===== src/sv/range_set_insert_remove_random_defines.svh =====
// ----------------------------------------------------------------------------
// range_set_insert_remove_random_defines
// Assertion macros for the range set block.
// ----------------------------------------------------------------------------
`ifndef RANGE_SET_INSERT_REMOVE_RANDOM_DEFINES_SVH
`define RANGE_SET_INSERT_REMOVE_RANDOM_DEFINES_SVH
// Implication checked on every rising clock edge outside reset.
`define RS_ASSERT_IMP(label, clk, rst, a, c, msg) \
  label: assert property (@(posedge clk) disable iff (rst) (a) |-> (c)) else $error(msg);
// Next-cycle implication.
`define RS_ASSERT_NXT(label, clk, rst, a, c, msg) \
  label: assert property (@(posedge clk) disable iff (rst) (a) |=> (c)) else $error(msg);
`endif


===== src/sv/rsir_pkg.sv =====
// ----------------------------------------------------------------------------
// rsir_pkg
// Shared types and constants of the range set block.
// ----------------------------------------------------------------------------
package rsir_pkg;
  localparam int DEPTH_DEF = 64;
  localparam int BOUND_W = 64;
  localparam int RAND_W = 31;

  typedef enum logic [1:0] {
    MODE_ADD    = 2'd0,
    MODE_REMOVE = 2'd1,
    MODE_FIND   = 2'd2,
    MODE_RANDOM = 2'd3
  } mode_t;

  typedef enum logic [2:0] {
    ST_IDLE, ST_SCAN, ST_MOD, ST_READ, ST_WRITE, ST_OUT
  } state_t;

  typedef struct packed {
    mode_t              mode;
    logic [BOUND_W-1:0] range_low;
    logic [BOUND_W-1:0] range_high;
    logic [RAND_W-1:0]  random_value;
  } cmd_t;

  typedef struct packed {
    logic               success;
    logic [BOUND_W-1:0] out_low;
    logic [BOUND_W-1:0] out_high;
  } rsp_t;
endpackage


===== src/sv/rsir_cell.sv =====
// ----------------------------------------------------------------------------
// rsir_cell
// One table slot: compares its entry against the key and, each cycle that
// shift is high, passes a running equal index and contain flag to the next cell.
// ----------------------------------------------------------------------------
module rsir_cell import rsir_pkg::*; #(
  parameter int IDX_W = 6
) (
  input  logic               clk,
  input  logic               rst,
  input  logic               shift,
  input  logic               active,
  input  logic [BOUND_W-1:0] key_low,
  input  logic [BOUND_W-1:0] key_high,
  input  logic [BOUND_W-1:0] ent_low,
  input  logic [BOUND_W-1:0] ent_high,
  input  logic [IDX_W-1:0]   my_idx,
  input  logic               in_tok,
  input  logic               in_eq,
  input  logic [IDX_W-1:0]   in_pos,
  input  logic               in_con,
  output logic               tok,
  output logic               eq,
  output logic [IDX_W-1:0]   pos,
  output logic               con
);
  logic hit_eq, hit_con;
  assign hit_eq  = active && ent_low == key_low && ent_high == key_high;
  assign hit_con = active && ent_low <= key_low && ent_high >= key_high;

  always_ff @(posedge clk) begin
    if (rst) begin
      tok <= 1'b0;
    end else begin
      tok <= shift ? in_tok : 1'b0;
    end
    if (shift) begin
      eq  <= in_eq | hit_eq;
      pos <= in_eq ? in_pos : my_idx;
      con <= in_con | hit_con;
    end
  end
endmodule


===== config.mk =====
export PLATFORM = sky130hd
export DESIGN_NAME = rsir_cell
export DESIGN_NICKNAME = d
export VERILOG_FILES = /design/src/sv/range_set_insert_remove_random_defines.svh /design/src/sv/rsir_pkg.sv /design/src/sv/rsir_cell.sv
export SDC_FILE = /design/constraint.sdc
export NUM_CORES = 1
export LEC_CHECK = 0
export BUFFER_PORTS_ARGS = -buffer_cell sky130_fd_sc_hd__buf_2
export CORE_AREA = 2 2 109 111
export CTS_CLUSTER_SIZE = 25
export DETAILED_ROUTE_END_ITERATION = 6
export DIE_AREA = 0 0 111 113
export HOLD_SLACK_MARGIN = 0.12
export PLACE_DENSITY_LB_ADDON = 0.25
export SKIP_LAST_GASP = 1
export SLEW_MARGIN = 5
export SYNTH_ARGS = -nofsm -noshare
export SYNTH_HDL_FRONTEND = slang
export SYNTH_SLANG_ARGS = --single-unit

===== constraint.sdc =====
create_clock -name clk -period 2.05 [get_ports clk]
set_clock_uncertainty 0.1 [all_clocks]
set_input_delay 0.205 -clock clk [delete_from_list [all_inputs] [get_ports clk]]
set_output_delay 0.205 -clock clk [all_outputs]
set_load 0.03 [all_outputs]

==> results of run 1 <==
-- final cells by class --
type,count,area [sq um],area share [%]
multi-input combinational,336,3130,54.2
clock buffer,3,75.1,1.30
clock inverter,1,5.00,0.0866
inverter,128,483,8.36
timing repair buffer,311,1640,28.5
tap,143,179,3.10
sequential,9,260,4.51
-- through the flow --
stage	util (%)	instance area (sq um)	setup WS, ns	instances
floorplan	-	3730	0.000310	474
global placement	48.5	5470	-0.294	919
detailed placement	48.5	5470	-0.409	919
CTS	50.3	5680	-0.0595	930
global route	51.2	5780	-0.0763	931
finish	51.2	5780	-0.0120	931
-- placed cells by master (no fill, tap or decap), types with 2 or more instances in the layout --
cell and n:
a211oi_1 3, a21o_1 15, a21oi_1 42, a221o_1 2
a221oi_1 5, and4_1 7, buf_2 281, buf_4 26
buf_6 2, clkbuf_16 3, dlygate4sd3_1 2, edfxtp_1 8
ha_1 115, ha_4 13, inv_1 115, inv_2 12
mux2_2 6, nand2_1 25, nand2b_1 2, nand3_1 11
nand4_1 23, nor2_1 7, nor2b_1 3, nor3_1 5
nor4_1 3, o211ai_1 3, o21a_1 3, o21ai_0 15
or4_4 3
-- registers in the layout, summed over array words and instances (netlist names) --
signal	flops
pos	6
tok	1
con	1
eq	1
-- what timing repair did --
action,CTS,global route
hold buffers,2,0
buffers inserted,5,2
endpoints found under the setup margin,2,2
hold endpoints to repair,1,0
gates resized for setup,11,17
pin swaps,12,10
cloned,0,0
-- cells in the mapped netlist (all sizes together) --
master,n,share of area (%)
ha,128,44
inv,128,13
a21oi,43,5.9
nand2,26,3.1
nand4,23,4.0
a21o,15,3.1
o21ai,15,2.1
nand3,12,1.7
and4,8,1.9
edfxtp,8,6.6
nor2,8,0.83
a221oi,6,1.4
mux2,6,1.9
nor3,6,0.83
nor4,4,0.86
a211oi,3,0.62
nand2b,3,0.59
nor2b,3,0.52
o211ai,3,0.62
o21a,3,0.62
or4,3,0.72
a221o,2,0.55
and2,2,0.38
and3,2,0.38
a2111oi,1,0.24
a211o,1,0.24
a21boi,1,0.21
a222oi,1,0.28
a22oi,1,0.34
a2bb2oi,1,0.24
a41o,1,0.28
clkbuf,1,0.10
dfxtp,1,0.55
nand4b,1,0.24
o22ai,1,0.17
o31ai,1,0.21
o41ai,1,0.24
or3,1,0.17
-- critical path, cell delays in order --
cell and delay, ns:
buf_2 0.11, ha_1 0.28, and2_4 0.14, a221o_1 0.29, a221o_1 0.36, a221oi_2 0.27, nand4b_1 0.17, a22oi_2 0.22
-- layer usage --
metal / vias to the layer above / GRT usage (%) / share of wire [%]
met2: 152 / 36.7 / 51
met3: 24 / 3.64 / 6.4
met1: 1912 / 20.7 / 40
met4: 0 / 5.08 / 2.5
met5: - / 0 / 0
li1: 2315 / - / -
-- logic make-up (layout without fill, tap and decap cells) --
logic type	after synthesis	count (layout)	share of synthesized area, %
fa+ha+maj	128	128	44.1
compound gates	100	100	17.4
simple gates	102	102	16.2
mux	6	6	1.86
buf+inv	129	443	13.3
flops	9	9	7.16
-- power by group --
part | total (W) | internal (W) | switching, W | leakage (nW)
clock network | 0.000353 | 0.000258 | 0.0000949 | 0.0409
registers | 0.000223 | 0.000219 | 0.00000412 | 0.0865
logic | 0.00100 | 0.000530 | 0.000474 | 3.40
-- worst min path at each step --
| stage | slack [ns] | startpoint | endpoint | depth (start not counted) |
|---|---|---|---|---|
| after floorplan | 0.18 | rst | tok | 1 |
| after global placement | 0.26 | rst | tok | 2 |
| after detailed placement | 0.27 | rst | tok | 2 |
| after CTS | 0.17 | my_idx[0] | pos[0] | 2 |
| after global routing | 0.17 | my_idx[0] | pos[0] | 2 |
| final | 0.17 | my_idx[0] | pos[0] | 2 |
==> flow_summary.ini, run 1 <==
[critical_path]
crit_path_end = con
crit_arrival_ns = 2.04
worstPathRequired_ns = 2.03
critical_path.startpoint = ent_low[18]
start_kind = input port
worstPathMaxFanout = 2
critPathKind = in2reg
cp-end-kind = flip-flop

[timing]
rsz0062_at_grt = true
slew_headroom_pct = 71.8
tns_ns = -0.0120
maxSlewViolCount = 0
setup_viol = 1
fin_crit_sh_pct = 101
finalHoldViolCount = 0
worstMarginPinSlew_ns = 0.419
hold-worst-slack_ns = 0.169
fin_ws_ns = -0.0120
fmax_mhz = 485
period_minus_slack_ns = 2.06

[clock_tree]
cts_tree = yes
htreeDepth = 1
clock_path_buffers = 2
cts_sinks = 9
cts_buffers = 3
clk_pin_slew_ns = 0.04
cts-root-buf = clkbuf_16

[global_route]
grt_max_degree = 10
antenna_found_initial = 0
grt_usage_pct = 18.8
grt_overflow_total = 0
grt_first_pass_wirelength_mm = 19.7
first_global_vias = 4580

[routing]
avgRoutedWirePerCell_um = 13.3
postRouteAntennaNets = 0
drc = 0
vias_per_cell = 4.73
drtIter0Drc = 90
routed_wirelength_mm = 12.4
vias = 4403
drt-pass1-iter-count = 4

[job]
cap_violations = 0

[finish]
num-nets-final = 1192
layout-drive-gt1-share_pct = 46.2
nFillCells = 1097
syn_to_final_growth_pct = 59.0
diodes = 0

[die]
die-width_um = 111
core_area_sq_um = 11300
start_util_pct = 32.2
row_count = 39
num_io_pins = 284
die_y_um = 113
die_area_sq_um = 12500

[outcome]
violations = negative setup slack
status = finished, violations left

[logic_synthesis]
synth-seq-cells = 9
yosysSeqAreaShare_pct = 7.16
avgSynthCellArea_sq_um = 7.67
synthDistinctLibCells = 44
ys_warn_count = 0
syn_inst = 474
syn_area_sq_um = 3630
syn_nets = 877

[min_path]
hold_class = in2reg

[placed_design]
portBuffers = 283
dp_hpwl_mm = 11.4
globalplace.congestion = 0.906

[power_and_ir_drop]
cellPowerDensity_nw_per_um2 = 274
vdd_drop_max_mv = 0.225
p_leak_nw = 3.53
totalPowerFinal_w = 0.00158
No activity file was read; power rests on OpenSTA's default activity.
==> run 2, diff against run 1 <==
--- a/config.mk
+++ b/config.mk
@@ -11,7 +11,7 @@
 export DETAILED_ROUTE_END_ITERATION = 6
 export DIE_AREA = 0 0 111 113
 export HOLD_SLACK_MARGIN = 0.12
-export PLACE_DENSITY_LB_ADDON = 0.25
+export PLACE_DENSITY = 0.66
 export SKIP_LAST_GASP = 1
 export SLEW_MARGIN = 5
 export SYNTH_ARGS = -nofsm -noshare
==> run 2 against run 1 <==
Against the previous run: the run now ends clean; power is 3.3% lower; sequential power is essentially flat; die area unchanged; non-clock buffer count shrank 3.
==> flow_summary.ini, run 2 (synthesis results as in run 1) <==
[die]
core_area_sq_um = 11300
start_util_pct = 32.2
die-width_um = 111
num_io_pins = 284
row_count = 39
die_y_um = 113
die_area_sq_um = 12500

[global_route]
grt-busiest-layer = met2
grt_use_met3_pct = 3.00
grt_overflow_total = 0
grt_usage_pct = 18.1
grt_max_degree = 10
grt_first_pass_wirelength_mm = 18.9
antenna_found_initial = 1
grt_use_met1_pct = 22.1
use_met2_pct = 33.0
first_global_vias = 4418

[timing]
fmax_mhz = 492
period_minus_slack_ns = 2.03
fin_crit_sh_pct = 99.1
setup_viol = 0
rsz0062_at_grt = true
tns_ns = 0
maxSlewViolCount = 0
hold-worst-slack_ns = 0.184
worstMarginPinSlew_ns = 0.398
finalHoldViolCount = 0
slew_headroom_pct = 73.2

[finish]
final_common_cell = buf_2
layout-drive-gt1-share_pct = 44.7
final_area_sq_um = 5690
syn_to_final_growth_pct = 56.5
final_cell_mix = buf_2 (282), inv_1 (117), ha_1 (117)
largest_register = pos
num-nets-final = 1189
largest_reg_flops = 6
post-route-util_pct = 50.5

[critical_path]
worstPathRequired_ns = 2.03
critPathMaxStageDelay_ns = 0.36
cp_slowest_cell = a221o_1
critPathKind = in2reg
cpMostUsedCell = a221o_1
crit_arrival_ns = 2.01
critical_path.startpoint = key_low[19]
cp-end-kind = flip-flop
path_cells = buf_6 > inv_4 > ha_4 > and2_4 > a221o_1 > a221o_1 > a221oi_2 > nand4b_1 > a22oi_2
worstPathMaxFanout = 2
start_kind = input port

[clock_tree]
cts_sinks = 9
cts-root-buf = clkbuf_16
post_cts_buffers = 0
htreeDepth = 1
cts_tree = yes
clock_path_buffers = 2
clk_pin_slew_ns = 0.04
cts_buffers = 3

[routing]
routed_wirelength_mm = 11.6
vias_per_cell = 4.65
avgRoutedWirePerCell_um = 12.5
drc = 0
postRouteAntennaNets = 0
drt-pass1-iter-count = 6
vias = 4317
drtIter0Drc = 74

[job]
cap_violations = 0

[min_path]
hold_class = in2reg
min_from = in_pos[5]

[power_and_ir_drop]
seqPwrFrac_pct = 14.6
totalPowerFinal_w = 0.00153
swShare_pct = 35.1
combPwrFrac_pct = 63.2
p_switching_w = 0.000536
vdd_drop_max_mv = 0.290
cellPowerDensity_nw_per_um2 = 269
p_leak_nw = 3.51
internal_power_w = 0.000993
clockPowerShare_pct = 22.2

[placed_design]
portBuffers = 283
place_area_sq_um = 5490
globalplace.congestion = 0.847
dp_hpwl_mm = 10.9

[outcome]
status = finished clean
[run 2: cell types whose count changed in the layout (fill, tap and decap cells not counted), moves of 2 or more]
cell   delta
inv_2     -3
buf_4     -3
ha_4      -2
ha_1      +2
inv_1     +2
[run 2: worst paths after layout]
kind                  to  slack, ns  depth (start not counted)
setup / recovery     con       0.02                          9
hold / removal    pos[5]       0.18                          2
[run 2: repair_timing]
item / CTS / global route
endpoints found under the setup margin: 2 / 2
hold buffers: 2 / 0
resized for setup: 8 / 8
hold endpoints to repair: 1 / 0
pin swaps: 7 / 7
[run 2: area by class of cell]
type | count | area (sq um)
Multi-Input combinational cell | 336 | 3070
Antenna cell | 1 | 2.50
Clock buffer | 4 | 78.8
Timing Repair Buffer | 308 | 1620
Sequential cell | 9 | 260
Inverter | 128 | 485
Fill cell | 1140 | 5580
Tap cell | 143 | 179
[run 2: layer usage]
layer  share of wire (%)  routed length (um)  vias up
li1                    -                   -     2304
met1                  43                4960     1841
met2                  48                5630      150
met3                 6.3                 726       22
met4                 2.5                 290        0
met5                   0                   0        -
[run 2: worst max-delay path, delay by kind of cell]
family,cells,cell delay [ns]
adder cells (fa/ha/maj),1,0.19
AND/OR/NAND/NOR,2,0.32
buffers and inverters,2,0.15
AO/OA/AOI/OAI,4,1.14
[run 2: per-stage QoR]
step | instances | worst slack, ns
global placement | 922 | -0.320
global route | 929 | -0.115
floorplan | 474 | 0.000310
detailed placement | 922 | -0.378
CTS | 928 | -0.0652
finish | 929 | 0.0191
[run 2: power by group through the flow]
stage	logic (W)	registers [W]	clock network, W
after global routing	0.00112	0.000225	0.000363
after floorplan	0.000471	0.000259	0
after detailed placement	0.000950	0.000226	0
final	0.000967	0.000223	0.000339
after CTS	0.000969	0.000223	0.000347
after global placement	0.000945	0.000225	0
==> run 3, diff against run 2 <==
--- a/config.mk
+++ b/config.mk
@@ -5,13 +5,14 @@
 export SDC_FILE = /design/constraint.sdc
 export NUM_CORES = 1
 export LEC_CHECK = 0
+export ABC_AREA = 1
 export BUFFER_PORTS_ARGS = -buffer_cell sky130_fd_sc_hd__buf_2
-export CORE_AREA = 2 2 109 111
+export CORE_AREA = 2 2 110 112
 export CTS_CLUSTER_SIZE = 25
 export DETAILED_ROUTE_END_ITERATION = 6
-export DIE_AREA = 0 0 111 113
+export DIE_AREA = 0 0 112 114
 export HOLD_SLACK_MARGIN = 0.12
-export PLACE_DENSITY = 0.66
+export PLACE_DENSITY = 0.67
 export SKIP_LAST_GASP = 1
 export SLEW_MARGIN = 5
 export SYNTH_ARGS = -nofsm -noshare
==> run 3 against run 2 <==
Against the previous run: sequential cell count is the same; largest power group unchanged; combinational power shrank 5.3%; non-clock buffer count shrank 23; clock power grew 1%; synthesized area grew 5.3%; final area shrank 2.9%; critical path type unchanged.
==> flow_summary.ini, run 3 <==
[outcome]
status = finished clean

[die]
die_y_um = 114
num_io_pins = 284
start_util_pct = 32.7
core_area_sq_um = 11700
row_count = 40
die_area_sq_um = 12800
die-width_um = 112

[routing]
avgRoutedWirePerCell_um = 10.6
drc = 0
vias_per_cell = 4.34
vias = 4529
routed_wirelength_mm = 11.1
postRouteAntennaNets = 0
drt-pass1-iter-count = 6
drtIter0Drc = 102

[critical_path]
worstPathMaxFanout = 2
critPathTopFamily = simple AND/OR/NAND/NOR gates
cp-end-kind = flip-flop
critPathMaxStageDelay_ns = 0.28
critPathKind = in2reg
path_buf_inv = 2
cpMostUsedCell = nand2_1
cp_slowest_cell = ha_1
crit_arrival_ns = 1.58
path_cells = buf_2 > inv_1 > ha_1 > nand2_1 > nor2_1 > nand2_1 > nor3_1 > nand2_1 > nand2_1 > nand2_1 > nand2_1 > nand2_1 > nand2_1 > nand2_1
start_kind = input port
worstPathRequired_ns = 1.94

[finish]
post-route-util_pct = 47.2
diodes = 0
finalNonFillerCells = 1044
nFillCells = 1262
largest_register = pos
multi_input_area_sq_um = 2950
layout-drive-gt1-share_pct = 33.4
num-nets-final = 1301
seqCellArea_sq_um = 260
syn_to_final_growth_pct = 44.4
final_common_cell = buf_2
largest_reg_flops = 6
final_cell_mix = buf_2 (283), inv_1 (157), nand2_1 (157)

[timing]
slew_headroom_pct = 80.5
fin_crit_sh_pct = 82.5
worstMarginPinSlew_ns = 0.289
setup_viol = 0
fmax_mhz = 591
tns_ns = 0
rsz0062_at_grt = false
maxSlewViolCount = 0
finalHoldViolCount = 0
period_minus_slack_ns = 1.69

[logic_synthesis]
syn_area_sq_um = 3830
ys_warn_count = 0
synth-seq-cells = 9
yosysTopAreaCell = ha_1
synthDistinctLibCells = 19
synth_top_area_share_pct = 41.9
yosys-top-cells-area = ha_1 (42%), inv_1 (15%), nand2_1 (15%), a21oi_1 (7.3%), edfxtp_1 (6.3%)
yosysSeqAreaShare_pct = 6.80
avgSynthCellArea_sq_um = 6.29
synth_common_cells = inv_1 (157), nand2_1 (157), ha_1 (128)
syn_inst = 608
async_flop_share_pct = 0
synth_flop_cell = edfxtp_1
synth_edf_count = 8
syn_nets = 1011

[placed_design]
portBuffers = 283
globalplace.congestion = 0.855
post-place-cells = 1038
dp_hpwl_mm = 10.5

[power_and_ir_drop]
totalPowerFinal_w = 0.00148
p_leak_nw = 3.73
cellPowerDensity_nw_per_um2 = 268
vdd_drop_max_mv = 0.194

[global_route]
grt_use_met1_pct = 18.1
grt_usage_pct = 16.6
grt_overflow_total = 0
use_met2_pct = 33.0
grt_max_degree = 10
first_global_vias = 4282
antenna_found_initial = 2
grt-busiest-layer = met2
grt_use_met3_pct = 3.61
grt_first_pass_wirelength_mm = 17.7

[clock_tree]
cts-root-buf = clkbuf_16
cts_buffers = 3
cts_tree = yes
htreeDepth = 1
clk_pin_slew_ns = 0.04
clock_path_buffers = 2
cts_sinks = 9

[job]
cap_violations = 0

[min_path]
hold_class = in2reg
[run 3: cell count changes after synthesis, moves of 8 or more]
cell,delta
nand2_1,+132
nor2_1,+33
inv_1,+29
nand4_1,-14
a21oi_1,+13
a21o_1,-11
and4_1,-8
[run 3: per-stage QoR]
| step | setup WS, ns | hold WS [ns] | area (sq um) |
|---|---|---|---|
| floorplan | 0.399 | 0.177 | 3830 |
| global placement | 0.0347 | 0.263 | 5430 |
| detailed placement | 0.0850 | 0.273 | 5430 |
| CTS | 0.322 | 0.135 | 5530 |
| global route | 0.0825 | 0.151 | 5530 |
| finish | 0.358 | 0.134 | 5530 |
[run 3: final timing paths]
kind        start      to  slack (ns)  cells past startpoint
max   key_low[30]     con        0.36                     14
min     my_idx[2]  pos[2]        0.13                      3
[run 3: report_power, final]
group	switching (W)	leakage, nW	internal, W
Sequential	0.00000381	0.0863	0.000219
Combinational	0.000461	3.60	0.000455
Clock	0.0000828	0.0382	0.000260
[run 3: tightest hold or removal path: stages]
cell	delay (ns)
buf_2	0.07
nand2_1	0.04
nand2_1	0.04
[run 3: metal layers]
metal  part of all wire, %  up-vias
met2                    50      167
met5                  0.19        -
met1                    40     1844
met4                   1.4        4
met3                   8.5       18
li1                      -     2496
[run 3: cell type report]
| cell class | instances | share of cell area, % |
|---|---|---|
| Tap cell | 147 | 3.33 |
| Multi-Input combinational cell | 436 | 53.5 |
| Timing Repair Buffer | 285 | 26.0 |
| Inverter | 163 | 11.1 |
| Clock buffer | 4 | 1.43 |
| Sequential cell | 9 | 4.71 |
[run 3: timing repair]
action	CTS	global route
setup buffers	0	0
hold buffers	2	0
endpoints found under the hold margin	1	0
resized for setup	0	0
[run 3: kinds of logic (layout without fill, tap and decap cells)]
kind of cell	count (synthesis)	in the layout	synth area share, %
simple gates	228	228	24.0
buf+inv	163	452	16.0
fa+ha+maj	128	128	41.9
compound gates	80	80	11.3
flops	9	9	6.80
